<file path="src/rtl/core/icmp_erp_pkg.sv">
// ----------------------------------------------------------------------------
// icmp_erp_pkg
// Shared constants and types for the ICMP echo reply parser.
// ----------------------------------------------------------------------------
package icmp_erp_pkg;

  // Packet and timestamp layout
  localparam int MAX_PACKET_BYTES = 4096;
  localparam int TIME_FIELD_BYTES = 8;
  localparam int POS_W            = $clog2(MAX_PACKET_BYTES + 1);
  localparam int ILEN_W           = 13;
  localparam int ICMP_HDR_BYTES   = 8;
  localparam int TS_END_BYTES     = ICMP_HDR_BYTES + 2 * TIME_FIELD_BYTES;
  localparam int TTL_POS          = 8;

  // ICMP field offsets inside the ICMP part
  localparam int OFF_TYPE     = 0;
  localparam int OFF_ID_HI    = 4;
  localparam int OFF_ID_LO    = 5;
  localparam int OFF_SEQ_HI   = 6;
  localparam int OFF_SEQ_LO   = 7;
  localparam int KEPT_TS_BYTES = 4;

  // Time arithmetic
  localparam int USEC_PER_SEC = 1000000;
  localparam int MS_PER_SEC   = 1000;
  // floor(x / 125) = (x * DIV_RECIP) >> DIV_SHIFT, exact for x < 2**30
  localparam int            DIV_SHIFT = 37;
  localparam logic [30:0]   DIV_RECIP = 31'd1099511628;
  localparam int            QUOT_W    = 23;

  // Queue between front and back
  localparam int QUEUE_DEPTH = 4;
  localparam int QUEUE_AW    = $clog2(QUEUE_DEPTH);
  localparam int QUEUE_CW    = $clog2(QUEUE_DEPTH + 1);

  typedef enum logic [1:0] {
    ST_OK       = 2'd0,
    ST_SHORT    = 2'd1,
    ST_NOT_OURS = 2'd2,
    ST_NO_TS    = 2'd3
  } status_e;

  // Fields passed through to the result unchanged
  typedef struct packed {
    status_e             status;
    logic [15:0]         seq;
    logic [7:0]          ttl;
    logic [ILEN_W-1:0]   ilen;
  } meta_t;

  // One classified packet waiting for the time math
  typedef struct packed {
    meta_t        meta;
    logic [31:0]  sent_sec;
    logic [31:0]  sent_usec;
    logic [31:0]  now_sec;
    logic [19:0]  now_usec;
  } job_t;

  typedef struct packed {
    logic                full;
    logic                empty;
    logic [QUEUE_CW-1:0] count;
  } q_stat_t;

endpackage

</file>
<file path="src/rtl/core/icmp_erp_front.sv">
// ----------------------------------------------------------------------------
// icmp_erp_front
// Byte-serial header walker: captures IP/ICMP fields and the send timestamp,
// classifies the packet on its last byte and emits one job.
// ----------------------------------------------------------------------------
module icmp_erp_front import icmp_erp_pkg::*; (
  input  logic        clk_i,
  input  logic        rst_ni,
  input  logic        cfg_we_i,
  input  logic [15:0] cfg_wdata_i,
  input  logic        in_valid_i,
  output logic        in_ready_o,
  input  logic [7:0]  data_byte_i,
  input  logic        last_byte_i,
  input  logic [31:0] now_sec_i,
  input  logic [19:0] now_usec_i,
  output logic        job_valid_o,
  input  logic        job_ready_i,
  output job_t        job_o
);

  logic [15:0]      exp_id_q;
  logic [POS_W-1:0] pos_q, pos_d;
  logic [3:0]       hw_q, hw_n;
  logic [7:0]       ttl_q, ttl_n;
  logic [7:0]       type_q, type_n;
  logic [15:0]      ident_q, ident_n;
  logic [15:0]      seq_q, seq_n;
  logic [31:0]      sent_sec_q, sent_sec_n;
  logic [31:0]      sent_usec_q, sent_usec_n;

  logic             accept;
  logic             take;
  logic [5:0]       off;
  logic [POS_W-1:0] rel, ks, ku;
  logic [POS_W-1:0] total, hdr, ilen;
  status_e          status;

  assign in_ready_o = job_ready_i;
  assign accept     = in_valid_i & job_ready_i;

  // Field capture for the current byte
  always_comb begin
    hw_n        = hw_q;
    ttl_n       = ttl_q;
    type_n      = type_q;
    ident_n     = ident_q;
    seq_n       = seq_q;
    sent_sec_n  = sent_sec_q;
    sent_usec_n = sent_usec_q;
    take        = pos_q < POS_W'(MAX_PACKET_BYTES);
    if (take && pos_q == '0) begin
      ttl_n       = '0;
      type_n      = '0;
      ident_n     = '0;
      seq_n       = '0;
      sent_sec_n  = '0;
      sent_usec_n = '0;
      hw_n        = data_byte_i[3:0];
    end
    off = {hw_n, 2'b00};
    rel = pos_q - POS_W'(off);
    ks  = rel - POS_W'(ICMP_HDR_BYTES);
    ku  = rel - POS_W'(ICMP_HDR_BYTES + TIME_FIELD_BYTES);
    if (take) begin
      if (pos_q == POS_W'(TTL_POS)) begin
        ttl_n = data_byte_i;
      end
      if (pos_q >= POS_W'(off)) begin
        if (rel == POS_W'(OFF_TYPE)) begin
          type_n = data_byte_i;
        end else if (rel == POS_W'(OFF_ID_HI)) begin
          ident_n[15:8] = data_byte_i;
        end else if (rel == POS_W'(OFF_ID_LO)) begin
          ident_n[7:0] = data_byte_i;
        end else if (rel == POS_W'(OFF_SEQ_HI)) begin
          seq_n[15:8] = data_byte_i;
        end else if (rel == POS_W'(OFF_SEQ_LO)) begin
          seq_n[7:0] = data_byte_i;
        end else if (rel >= POS_W'(ICMP_HDR_BYTES) &&
                     rel < POS_W'(ICMP_HDR_BYTES + TIME_FIELD_BYTES)) begin
          // seconds, little-endian; bytes past the low four are dropped
          if (ks < POS_W'(KEPT_TS_BYTES)) begin
            sent_sec_n[{ks[1:0], 3'b000} +: 8] = data_byte_i;
          end
        end else if (rel >= POS_W'(ICMP_HDR_BYTES + TIME_FIELD_BYTES) &&
                     rel < POS_W'(TS_END_BYTES)) begin
          if (ku < POS_W'(KEPT_TS_BYTES)) begin
            sent_usec_n[{ku[1:0], 3'b000} +: 8] = data_byte_i;
          end
        end
      end
    end
  end

  // Length and classification, first failing test wins
  always_comb begin
    total = take ? pos_q + POS_W'(1) : pos_q;
    hdr   = POS_W'({hw_n, 2'b00});
    ilen  = (total >= hdr) ? total - hdr : '0;
    if (total < hdr || ilen < POS_W'(ICMP_HDR_BYTES)) begin
      status = ST_SHORT;
    end else if (type_n != 8'd0 || ident_n != exp_id_q) begin
      status = ST_NOT_OURS;
    end else if (ilen < POS_W'(TS_END_BYTES)) begin
      status = ST_NO_TS;
    end else begin
      status = ST_OK;
    end
    pos_d = last_byte_i ? '0 : total;
  end

  // Job toward the queue
  assign job_valid_o         = accept & last_byte_i;
  assign job_o.meta.status   = status;
  assign job_o.meta.seq      = seq_n;
  assign job_o.meta.ttl      = ttl_n;
  assign job_o.meta.ilen     = ILEN_W'(ilen);
  assign job_o.sent_sec      = sent_sec_n;
  assign job_o.sent_usec     = sent_usec_n;
  assign job_o.now_sec       = now_sec_i;
  assign job_o.now_usec      = now_usec_i;

  // Capture registers
  always_ff @(posedge clk_i or negedge rst_ni) begin
    if (!rst_ni) begin
      exp_id_q    <= '0;
      pos_q       <= '0;
      hw_q        <= '0;
      ttl_q       <= '0;
      type_q      <= '0;
      ident_q     <= '0;
      seq_q       <= '0;
      sent_sec_q  <= '0;
      sent_usec_q <= '0;
    end else begin
      if (cfg_we_i) begin
        exp_id_q <= cfg_wdata_i;
      end
      if (accept) begin
        pos_q       <= pos_d;
        hw_q        <= hw_n;
        ttl_q       <= ttl_n;
        type_q      <= type_n;
        ident_q     <= ident_n;
        seq_q       <= seq_n;
        sent_sec_q  <= sent_sec_n;
        sent_usec_q <= sent_usec_n;
      end
    end
  end

endmodule

</file>
<file path="src/rtl/core/icmp_erp_queue.sv">
// ----------------------------------------------------------------------------
// icmp_erp_queue
// Small job FIFO that decouples the byte walker from the time math.
// ----------------------------------------------------------------------------
module icmp_erp_queue import icmp_erp_pkg::*; (
  input  logic    clk_i,
  input  logic    rst_ni,
  input  logic    push_i,
  input  job_t    push_data_i,
  input  logic    pop_i,
  output job_t    head_o,
  output q_stat_t stat_o
);

  job_t                mem_q [QUEUE_DEPTH];
  logic [QUEUE_AW-1:0] wptr_q, rptr_q;
  logic [QUEUE_CW-1:0] count_q;

  assign head_o       = mem_q[rptr_q];
  assign stat_o.full  = count_q == QUEUE_CW'(QUEUE_DEPTH);
  assign stat_o.empty = count_q == '0;
  assign stat_o.count = count_q;

  // Storage, no reset needed
  always_ff @(posedge clk_i) begin
    if (push_i) begin
      mem_q[wptr_q] <= push_data_i;
    end
  end

  // Pointers and fill count
  always_ff @(posedge clk_i or negedge rst_ni) begin
    if (!rst_ni) begin
      wptr_q  <= '0;
      rptr_q  <= '0;
      count_q <= '0;
    end else begin
      if (push_i) begin
        wptr_q <= wptr_q + QUEUE_AW'(1);
      end
      if (pop_i) begin
        rptr_q <= rptr_q + QUEUE_AW'(1);
      end
      if (push_i && !pop_i) begin
        count_q <= count_q + QUEUE_CW'(1);
      end else if (pop_i && !push_i) begin
        count_q <= count_q - QUEUE_CW'(1);
      end
    end
  end

endmodule

</file>
<file path="src/rtl/core/icmp_erp_rtt.sv">
// ----------------------------------------------------------------------------
// icmp_erp_rtt
// Four-stage round-trip pipeline: differences, scale and magnitude over 8,
// divide by 125, combine and saturate into the output register.
// ----------------------------------------------------------------------------
module icmp_erp_rtt import icmp_erp_pkg::*; (
  input  logic        clk_i,
  input  logic        rst_ni,
  input  logic        job_valid_i,
  output logic        job_pop_o,
  input  job_t        job_i,
  output logic        out_valid_o,
  input  logic        out_ready_i,
  output meta_t       meta_o,
  output logic [31:0] rtt_ms_o
);

  logic va_q, vb_q, vc_q, vd_q;
  logic adv_a, adv_b, adv_c, adv_d;

  // stage A
  meta_t              meta_a_q;
  logic signed [32:0] sec_diff_q;
  logic signed [32:0] usec_diff_q;
  logic               borrow;
  logic [32:0]        sec_diff_d, usec_diff_d;
  // stage B
  meta_t              meta_b_q;
  logic signed [42:0] sec_ms_b_q;
  logic               neg_b_q;
  logic [28:0]        div8_q;
  logic signed [42:0] sec_ext;
  logic [32:0]        usec_mag;
  // stage C
  meta_t              meta_c_q;
  logic signed [42:0] sec_ms_c_q;
  logic               neg_c_q;
  logic [QUOT_W-1:0]  quot_q;
  logic [59:0]        prod;
  // stage D
  meta_t              meta_d_q;
  logic [31:0]        rtt_q;
  logic signed [43:0] q_ext, sum;
  logic [31:0]        rtt_d;

  // Stall chain, output register last
  assign adv_d     = !vd_q || out_ready_i;
  assign adv_c     = !vc_q || adv_d;
  assign adv_b     = !vb_q || adv_c;
  assign adv_a     = !va_q || adv_b;
  assign job_pop_o = job_valid_i && adv_a;

  // Stage A: seconds and microseconds differences with borrow
  always_comb begin
    borrow      = {12'b0, job_i.now_usec} < job_i.sent_usec;
    sec_diff_d  = {1'b0, job_i.now_sec} - {1'b0, job_i.sent_sec} - {32'b0, borrow};
    usec_diff_d = {13'b0, job_i.now_usec} - {1'b0, job_i.sent_usec} +
                  (borrow ? 33'(USEC_PER_SEC) : 33'd0);
  end

  // Stage B: seconds to ms, microsecond magnitude over 8
  always_comb begin
    sec_ext  = 43'(sec_diff_q);
    usec_mag = usec_diff_q[32] ? 33'(-usec_diff_q) : 33'(usec_diff_q);
  end

  // Stage C: divide by 125 through the reciprocal
  assign prod = 60'(div8_q) * 60'(DIV_RECIP);

  // Stage D: combine with truncation toward zero and saturate
  always_comb begin
    q_ext = $signed({21'b0, quot_q});
    sum   = 44'(sec_ms_c_q) + (neg_c_q ? -q_ext : q_ext);
    if (sum[43]) begin
      rtt_d = '0;
    end else if (sum[42:32] != '0) begin
      rtt_d = '1;
    end else begin
      rtt_d = sum[31:0];
    end
    if (meta_c_q.status != ST_OK) begin
      rtt_d = '0;
    end
  end

  // Payload registers
  always_ff @(posedge clk_i) begin
    if (adv_a && job_valid_i) begin
      meta_a_q    <= job_i.meta;
      sec_diff_q  <= $signed(sec_diff_d);
      usec_diff_q <= $signed(usec_diff_d);
    end
    if (adv_b && va_q) begin
      meta_b_q   <= meta_a_q;
      sec_ms_b_q <= sec_ext * $signed(43'(MS_PER_SEC));
      neg_b_q    <= usec_diff_q[32];
      div8_q     <= usec_mag[31:3];
    end
    if (adv_c && vb_q) begin
      meta_c_q   <= meta_b_q;
      sec_ms_c_q <= sec_ms_b_q;
      neg_c_q    <= neg_b_q;
      quot_q     <= prod[DIV_SHIFT +: QUOT_W];
    end
    if (adv_d && vc_q) begin
      meta_d_q <= meta_c_q;
      rtt_q    <= rtt_d;
    end
  end

  // Stage valid bits
  always_ff @(posedge clk_i or negedge rst_ni) begin
    if (!rst_ni) begin
      va_q <= 1'b0;
      vb_q <= 1'b0;
      vc_q <= 1'b0;
      vd_q <= 1'b0;
    end else begin
      if (adv_a) begin
        va_q <= job_valid_i;
      end
      if (adv_b) begin
        vb_q <= va_q;
      end
      if (adv_c) begin
        vc_q <= vb_q;
      end
      if (adv_d) begin
        vd_q <= vc_q;
      end
    end
  end

  assign out_valid_o = vd_q;
  assign meta_o      = meta_d_q;
  assign rtt_ms_o    = rtt_q;

endmodule

</file>
<file path="src/rtl/core/icmp_echo_reply_parser.sv">
// ----------------------------------------------------------------------------
// icmp_echo_reply_parser
// Parses a received IPv4 packet byte by byte and reports one echo reply
// result per packet, with round-trip time in milliseconds.
// ----------------------------------------------------------------------------
// Usage:
//   Input channel (in_valid_i/in_ready_o) carries one packet byte per item,
//   with last_byte_i on the final byte; now_sec_i/now_usec_i are sampled
//   with that last byte. One byte is taken every cycle while the job queue is not full.
//   Output channel (out_valid_o/out_ready_i) carries one result per packet:
//   status, sequence, TTL, ICMP length and saturated RTT.
//   cfg_we_i/cfg_wdata_i load the expected ICMP identifier; write it idle.
//   When its last byte is accepted the job enters the queue, then passes
//   the four time-math stages, ending in the output register.
//   Throughput: one byte per cycle while the queue has room; one result
//   per cycle out of the back pipeline while out_ready_i is high, so
//   back-to-back one-byte packets stream without stalls.
//   A 4-entry job queue sits between the byte walker and the time math;
//   when the receiver stalls the pipeline holds, the queue fills, and only
//   then in_ready_o drops.
//   Reset clears the byte counter, captures, identifier and all valid bits.
// ----------------------------------------------------------------------------
module icmp_echo_reply_parser import icmp_erp_pkg::*; (
  input  logic              clk_i,
  input  logic              rst_ni,
  input  logic              cfg_we_i,
  input  logic [15:0]       cfg_wdata_i,
  input  logic              in_valid_i,
  output logic              in_ready_o,
  input  logic [7:0]        data_byte_i,
  input  logic              last_byte_i,
  input  logic [31:0]       now_sec_i,
  input  logic [19:0]       now_usec_i,
  output logic              out_valid_o,
  input  logic              out_ready_i,
  output logic [1:0]        status_o,
  output logic [15:0]       echo_seq_o,
  output logic [7:0]        ip_ttl_o,
  output logic [ILEN_W-1:0] icmp_length_o,
  output logic [31:0]       rtt_ms_o
);

  logic    push;
  job_t    push_job;
  job_t    head_job;
  logic    pop;
  q_stat_t q_stat;
  meta_t   meta;

  icmp_erp_front u_front (
    .clk_i       (clk_i),
    .rst_ni      (rst_ni),
    .cfg_we_i    (cfg_we_i),
    .cfg_wdata_i (cfg_wdata_i),
    .in_valid_i  (in_valid_i),
    .in_ready_o  (in_ready_o),
    .data_byte_i (data_byte_i),
    .last_byte_i (last_byte_i),
    .now_sec_i   (now_sec_i),
    .now_usec_i  (now_usec_i),
    .job_valid_o (push),
    .job_ready_i (!q_stat.full),
    .job_o       (push_job)
  );

  icmp_erp_queue u_queue (
    .clk_i       (clk_i),
    .rst_ni      (rst_ni),
    .push_i      (push),
    .push_data_i (push_job),
    .pop_i       (pop),
    .head_o      (head_job),
    .stat_o      (q_stat)
  );

  icmp_erp_rtt u_rtt (
    .clk_i       (clk_i),
    .rst_ni      (rst_ni),
    .job_valid_i (!q_stat.empty),
    .job_pop_o   (pop),
    .job_i       (head_job),
    .out_valid_o (out_valid_o),
    .out_ready_i (out_ready_i),
    .meta_o      (meta),
    .rtt_ms_o    (rtt_ms_o)
  );

  assign status_o      = meta.status;
  assign echo_seq_o    = meta.seq;
  assign ip_ttl_o      = meta.ttl;
  assign icmp_length_o = meta.ilen;

  // A nonzero round trip only comes with an accepted echo reply
  a_rtt_only_ok: assert property (@(posedge clk_i) disable iff (!rst_ni)
    out_valid_o && status_o != ST_OK |-> rtt_ms_o == '0)
    else $error("rtt nonzero on a rejected packet");

  // A short ICMP part must be reported as too short
  a_short_len: assert property (@(posedge clk_i) disable iff (!rst_ni)
    out_valid_o && icmp_length_o < ILEN_W'(ICMP_HDR_BYTES) |-> status_o == ST_SHORT)
    else $error("short packet not classified as short");

  // Queue fill never exceeds its depth
  a_queue_bound: assert property (@(posedge clk_i) disable iff (!rst_ni)
    q_stat.count <= QUEUE_CW'(QUEUE_DEPTH))
    else $error("job queue overflow");

  // A full queue with a pending push is never accepted
  a_no_push_full: assert property (@(posedge clk_i) disable iff (!rst_ni)
    q_stat.full && !pop |=> q_stat.count == QUEUE_CW'(QUEUE_DEPTH))
    else $error("job queue lost an entry while full");

endmodule

</file>
<file path="config.mk">
export PLATFORM = sky130hd
export DESIGN_NAME = icmp_echo_reply_parser
export DESIGN_NICKNAME = d
export VERILOG_FILES = /design/src/rtl/core/icmp_erp_pkg.sv /design/src/rtl/core/icmp_erp_front.sv /design/src/rtl/core/icmp_erp_queue.sv /design/src/rtl/core/icmp_erp_rtt.sv /design/src/rtl/core/icmp_echo_reply_parser.sv
export SDC_FILE = /design/constraint.sdc
export NUM_CORES = 2
export LEC_CHECK = 0
export BUFFER_PORTS_ARGS = -buffer_cell sky130_fd_sc_hd__buf_4
export CAP_MARGIN = 10
export CORE_UTILIZATION = 38
export CTS_CLUSTER_DIAMETER = 80
export DETAILED_ROUTE_END_ITERATION = 6
export PLACE_DENSITY = 0.62
export SLEW_MARGIN = 30
export SYNTH_ARGS = -nofsm -noshare
export SYNTH_HDL_FRONTEND = slang
export SYNTH_SLANG_ARGS = --single-unit
</file>
<file path="constraint.sdc">
create_clock -name clk_i -period 18.2 [get_ports clk_i]
set_input_delay 0.91 -clock clk_i [delete_from_list [all_inputs] [get_ports clk_i]]
set_output_delay 0.91 -clock clk_i [all_outputs]
set_load 0.05 [all_outputs]
</file>
-- After elaboration in Yosys (flattened, before gate mapping)
Memories as Yosys holds them, arrays and structs flattened.
Cells that the tools add are included.
- shift operators: 4
- bitwise logic cells: 2
- equal/unequal tests: 7
- add/subtract/negate cells: 18
- multiplexer cells: 61
- reduce and logical (&&, ||, !) cells: 31
- $mul: 2
- magnitude comparators: 13
- operators by type and width (kind ; number):
    two-way mux 32 bit ; 23
    two-way mux 16 bit ; 10
    two-way mux 8 bit ; 13
    bitwise mux 32 bit ; 2
    variable shift 8 x 7 -> 32 bit, first input constant ; 2
    indexed part select 8 x 7 -> 32 bit ; 2
    multiplier 29 x 29 -> 58 bit, second input constant ; 1
    == test 13 x 3 -> 1 bit, second input constant ; 4
    adder 43 x 44 -> 44 bit ; 1
    two-way mux 44 bit ; 1
    negation 23 -> 44 bit ; 1
    multiplier 33 x 8 -> 40 bit, second input constant ; 1
    < comparator 13 x 5 -> 1 bit, second input constant ; 3
    two-way mux 13 bit ; 3
    adder 33 bit ; 1
    subtractor 20 x 32 -> 33 bit ; 1
    subtractor 32 x 32 -> 33 bit ; 1
    subtractor 33 x 1 -> 33 bit ; 1
    < comparator 20 x 32 -> 1 bit ; 1
    negation 32 bit ; 1
    >= comparator 13 x 6 -> 1 bit ; 2
    zero test 13 bit ; 2
    < comparator 13 x 3 -> 1 bit, second input constant ; 2
    subtractor 13 x 6 -> 13 bit ; 2
    other kinds (29) ; 57
- register bits: 544
- bits in writable memories: 620
- output and inout port bits: 73
- input bits: 82
- logic and storage cells: 180
- memories: 1
- memories (memory ; words ; width ; rd ports ; clocked after memory_dff ; wr ports ; RTL line ; RTL):
    u_queue.mem_q ; 4 ; 155 ; 1 ; 0 ; 1 ; icmp_erp_queue.sv:15 ; job_t mem_q [QUEUE_DEPTH];

-- Longest topological paths before layout
- depth after elaboration: 18
- gate-level depth with buffers: 34
- mapped depth without buffers: 30

-- Cells and area by module
From an unflattened synthesis, not the netlist that was laid out.
- cell total of the unflattened synthesis: 5194
- area, all modules: 69575.5 µm²
- modules (own cells, without submodules) (module ; area each (µm²) ; cells each ; instances):
    icmp_erp_rtt ; 37145.6 ; 3212 ; 1
    icmp_erp_queue ; 22813.1 ; 844 ; 1
    icmp_erp_front ; 9609.2 ; 1136 ; 1
    icmp_echo_reply_parser ; 7.5 ; 2 ; 1

-- Worst setup path after synthesis
No wires, ideal clock.
- path kind: reg2reg
- from: register u_queue.rptr_q[0]
- to: register u_rtt.usec_diff_q[28] (data pin)
- stages on the path, launching flop included: 33
- buffers on the path: 5
- period minus slack after synthesis: 8.099 ns
- required time: 17.936 ns
- arrival time: 7.835 ns
- setup time: 0.264 ns
- slack: 10.101 ns
- cell sequence: dfrtp_1 > clkbuf_1 > buf_1 > clkbuf_1 > clkbuf_1 > buf_1 > mux4_2 > ha_1 > nand2_1 > o21ai_0 > nand3_1 > a21boi_0 > o21a_1 > o21a_1 > o21a_1 > o211ai_1 > a21o_1 > a211o_1 > a211oi_1 > fa_1 > inv_1 > ha_1 > o21ai_0 > a21boi_0 > nand4_1 > nand3_1 > o21ai_0 > o311a_1 > o21bai_1 > a21o_1 > a21oi_1 > nor4_1 > xnor2_1
- longest elaborated chain between the ends: 4
- elaborated cells between the ends (all ways): 5
- classes of those cells: add/sub: 2; order compare: 1; mux: 1; memory: 1
- RTL lines (what ; RTL line ; RTL):
    start, declared ; icmp_erp_queue.sv:16 ; logic [QUEUE_AW-1:0] wptr_q, rptr_q;
    start signal, assigned ; icmp_erp_queue.sv:42 ; rptr_q <= rptr_q + QUEUE_AW'(1);
    memory read (4 x 155 bit) (*) ; n/a ;
    < comparator 20 x 32 -> 1 bit ; icmp_erp_rtt.sv:55 ; borrow = {12'b0, job_i.now_usec} < job_i.sent_usec;
    two-way mux 20 bit ; icmp_erp_rtt.sv:58 ; (borrow ? 33'(USEC_PER_SEC) : 33'd0);
    adder 33 bit (*) ; icmp_erp_rtt.sv:57 ; usec_diff_d = {13'b0, job_i.now_usec} - {1'b0, job_i.sent_usec} +
    net u_rtt.usec_diff_d[28] ; icmp_erp_rtt.sv:26 ; logic [32:0] sec_diff_d, usec_diff_d;
    end signal, assigned ; icmp_erp_rtt.sv:91 ; usec_diff_q <= $signed(usec_diff_d);
    end, declared ; icmp_erp_rtt.sv:24 ; logic signed [32:0] usec_diff_q;
The timed path passes the listed nets; every way through them passes the cells marked *.
A chain may end at the register's enable or synchronous reset.

-- Worst setup path after layout
- from: register u_rtt.div8_q[10]
- to: register u_rtt.quot_q[21] (data pin)
- longest elaborated chain between the ends: 1
- RTL lines (what ; RTL line ; RTL):
    start, declared ; icmp_erp_rtt.sv:31 ; logic [28:0] div8_q;
    start signal, assigned ; icmp_erp_rtt.sv:97 ; div8_q <= usec_mag[31:3];
    multiplier 29 x 29 -> 58 bit ; icmp_erp_rtt.sv:68 ; assign prod = 60'(div8_q) * 60'(DIV_RECIP);
    net u_rtt.prod[58] ; icmp_erp_rtt.sv:39 ; logic [59:0] prod;
    end signal, assigned ; icmp_erp_rtt.sv:103 ; quot_q <= prod[DIV_SHIFT +: QUOT_W];
    end, declared ; icmp_erp_rtt.sv:38 ; logic [QUOT_W-1:0] quot_q;
The timed path passes the listed nets, and every way through them passes these cells.

==> impl_metrics.csv <==
group,metric,value,unit
floorplanning,die_x,427,µm
critical_path,critPathMaxFanout,11,
global_route,grt_max_degree,86,
global_route,first_global_vias,41000,
finish,nFillCells,16300,
global_route,grt_pass1_wl,236000,µm
place,port_buffers,154,
timing,finalSetupViolCount,0,
routing,dr.pass1.iters,5,
critical_path,cp.arrival,9.52,ns
clock_tree,clk_pin_slew,0.06,ns
clock_tree,post_cts_buffers,0,
global_route,antenna_found_initial,6,
finish,final_cell_mix,"edfxtp_1, inv_1, ha_1",
clock_tree,cts_hold_buf,0,
floorplanning,io_pins,155,
critical_path,critPathTopFamily,"adder cells",
synthesis,syn_area_per_cell,13.5,µm²
routing,drtIter0Drc,2316,
finish,drive_gt1_frac,0.119,
timing,timing.slew.headroom,0.250,
synthesis,synthArstFlopShare,0.134,
floorplanning,core,179000,µm²
clock_tree,cts_buffers,132,
timing,period_share,0.496,
critical_path,path_buf_inv,4,
finish,nNetsFinal,6386,
place,routabilityCongestion,0.890,
routing,drtAntennaViolNets,0,
clock_tree,cts_resized,0,
routing,drcViolationCount,0,
clock_tree,cts_tree,"done",
finish,area_growth,11.9,%
floorplanning,fp-row-count,155,
routing,drt_wl_total,151000,µm
critical_path,cpPeakStageDelay,0.80,ns
critical_path,cp_slowest_cell,"edfxtp_1",
clock_tree,h-tree-depth,4,
routing,route.vias.total,39400,
floorplanning,dieArea,182000,µm²
clock_tree,cts_root_buf,"clkbuf_16",
synthesis,ys_seq_area_frac,0.498,
global_route,globalRoute.totalOverflow,0,
timing,fmax,111,MHz
synthesis,syn_inst,5071,
clock_tree,cts.sinks,1164,
synthesis,ys_ff_latch,1164,
status,outcome,"completed",
finish,layout_commonest_cell,"edfxtp_1",
timing,setup-tns-final,0,ns
worst_hold_path,min-delay-path-class,"in -> async",
critical_path,end_kind,"register",
timing,finClkSkew,0.0489,ns
clock_tree,cts_buffer_depth,3,
run,cap_violations,0,
synthesis,yosysWarnings,0,
synthesis,yosysUniqueCellTypes,89,
timing,tightest_slew,1.11,ns
place,place.detailed.hpwl,110000,µm
critical_path,cp_data_required_time,18.69,ns
clock_tree,clk_latency,0.77,ns
routing,vias_per_cell,5.10,
timing,rsz0062_at_grt,"false",
timing,finalMaxSlewViolations,0,
timing,fin_crit,9.03,ns
critical_path,worstSetupPathType,"reg -> reg",
global_route,grt_usage,0.167,
critical_path,worstSetupStartpointType,"register",
routing,wl_per_cell,19.6,µm
critical_path,cp_common_cell,"fa_1",
synthesis,syn-cell-area,68600,µm²
synthesis,syn-num-nets,6200,
synthesis,ys.flop_type,"edfxtp_1",
synthesis,synth_edf_count,1008,
floorplanning,die_h,427,µm
timing,hold_viol,0,
floorplanning,start_util,0.384,
## area by class of cell
class / instances / area [µm²] / share of cell area
clock inverter: 74 / 746 / 0.00971
antenna: 5 / 12.5 / 0.000163
sequential: 1164 / 34200 / 0.445
timing repair buffer: 186 / 1410 / 0.0184
inverter: 715 / 2680 / 0.0350
clock buffer: 168 / 3520 / 0.0459
tap: 2355 / 2950 / 0.0384
multi-input combinational: 3058 / 31300 / 0.407
## stage by stage
stage | worst slack, ns | hold WS [ns] | instances | utilization | area [µm²]
3_3_place_gp | 9.29 | 0.400 | 7477 | 0.405 | 72500
4_1_cts | 9.09 | 0.0836 | 7719 | 0.429 | 76800
6_report | 9.17 | 0.107 | 7725 | 0.429 | 76800
2_1_floorplan | 10.10 | 0.400 | 5071 | - | 68600
5_1_grt | 8.62 | 0.123 | 7724 | 0.429 | 76800
3_5_place_dp | 9.13 | 0.405 | 7477 | 0.405 | 72500
## state kept, by name, summed over array words and instances (netlist names), 13 cells and up
signal and flops:
u_front.exp_id_q 16, u_front.sent_sec_q 32, u_front.ident_q 16, u_rtt.sec_ms_c_q 40, u_front.pos_q 13, u_rtt.div8_q 29, u_front.seq_q 16, u_rtt.meta_a_q 39
u_rtt.quot_q 23, u_queue.mem_q 620, u_front.sent_usec_q 32, u_rtt.sec_ms_b_q 40, u_rtt.meta_o 39, u_rtt.meta_b_q 39, u_rtt.meta_c_q 39, u_rtt.rtt_ms_o 32
u_rtt.usec_diff_q 33, u_rtt.sec_diff_q 33
## synthesized netlist by cell type, types with 20 or more instances
cell / instances / share of area
edfxtp_1: 1008 / 0.44
inv_1: 714 / 0.039
ha_1: 639 / 0.12
fa_1: 408 / 0.12
nand2_1: 266 / 0.015
o21ai_0: 215 / 0.016
a21oi_1: 174 / 0.013
xnor2_1: 170 / 0.022
dfrtp_1: 156 / 0.057
mux4_2: 155 / 0.051
nor2_1: 144 / 0.0079
nand3_1: 120 / 0.0088
clkbuf_1: 96 / 0.0053
a21o_1: 77 / 0.0084
mux2_2: 61 / 0.010
nor3_1: 52 / 0.0038
xor2_1: 47 / 0.0060
o21a_1: 42 / 0.0046
a22o_1: 38 / 0.0049
nand2b_1: 37 / 0.0034
and3_1: 30 / 0.0027
buf_1: 28 / 0.0015
nor2b_1: 26 / 0.0024
or3_1: 25 / 0.0023
o31ai_1: 24 / 0.0026
o21bai_1: 23 / 0.0025
nand4_1: 20 / 0.0018
## metal layers
layer	global-route usage	routed length, µm	share of wire	vias to the layer above
met4	0.0530	3890	0.026	2
met2	0.281	74000	0.49	780
met3	0.0238	5460	0.036	216
li1	-	-	-	18600
met5	0	11	0.000073	-
met1	0.224	67800	0.45	19800
## final timing paths
path	from	end	slack [ns]	cells after the start
min in group clk_i	now_sec_i[20]	u_queue.mem_q[2][40]	0.36	1
hold reg to reg	u_rtt.meta_b_q[21]	u_rtt.meta_c_q[21]	0.40	0
setup reg to reg	u_rtt.div8_q[10]	u_rtt.quot_q[21]	9.17	25
setup / recovery	u_rtt.div8_q[10]	u_rtt.quot_q[21]	9.17	25
hold / removal	rst_ni	u_rtt.vc_q	0.11	1
max in group asynchronous	rst_ni	u_front.sent_sec_q[22]	16.24	3
## logic make-up after synthesis
group	share of synthesized area
xor gates and xnor gates	0.0277
buffers and inverters	0.0467
adders and majority gates	0.236
AOI/OAI and AO/OA	0.0694
muxes	0.0634
and+or+nand+nor	0.0586
DFF	0.498
## worst register-to-register path: stages, from the launching register on
cell and delay (ns):
edfxtp_1 0.80, ha_1 0.40, fa_1 0.47, fa_1 0.56
inv_1 0.06, fa_1 0.52, inv_1 0.05, fa_1 0.51
fa_1 0.44, fa_1 0.55, inv_1 0.05, fa_1 0.53
inv_1 0.04, ha_1 0.30, o21a_1 0.14, o2111ai_1 0.11
a2111oi_0 0.70, nand2_1 0.11, nor3_1 0.20, o31ai_1 0.18
a2111oi_0 0.70, nor2_1 0.16, o31ai_1 0.59, a31oi_1 0.27
o21ai_0 0.25, nor3_1 0.08
Power is not shown: default switching activity piles up to over one toggle a cycle in this logic, so the estimate is an artifact.
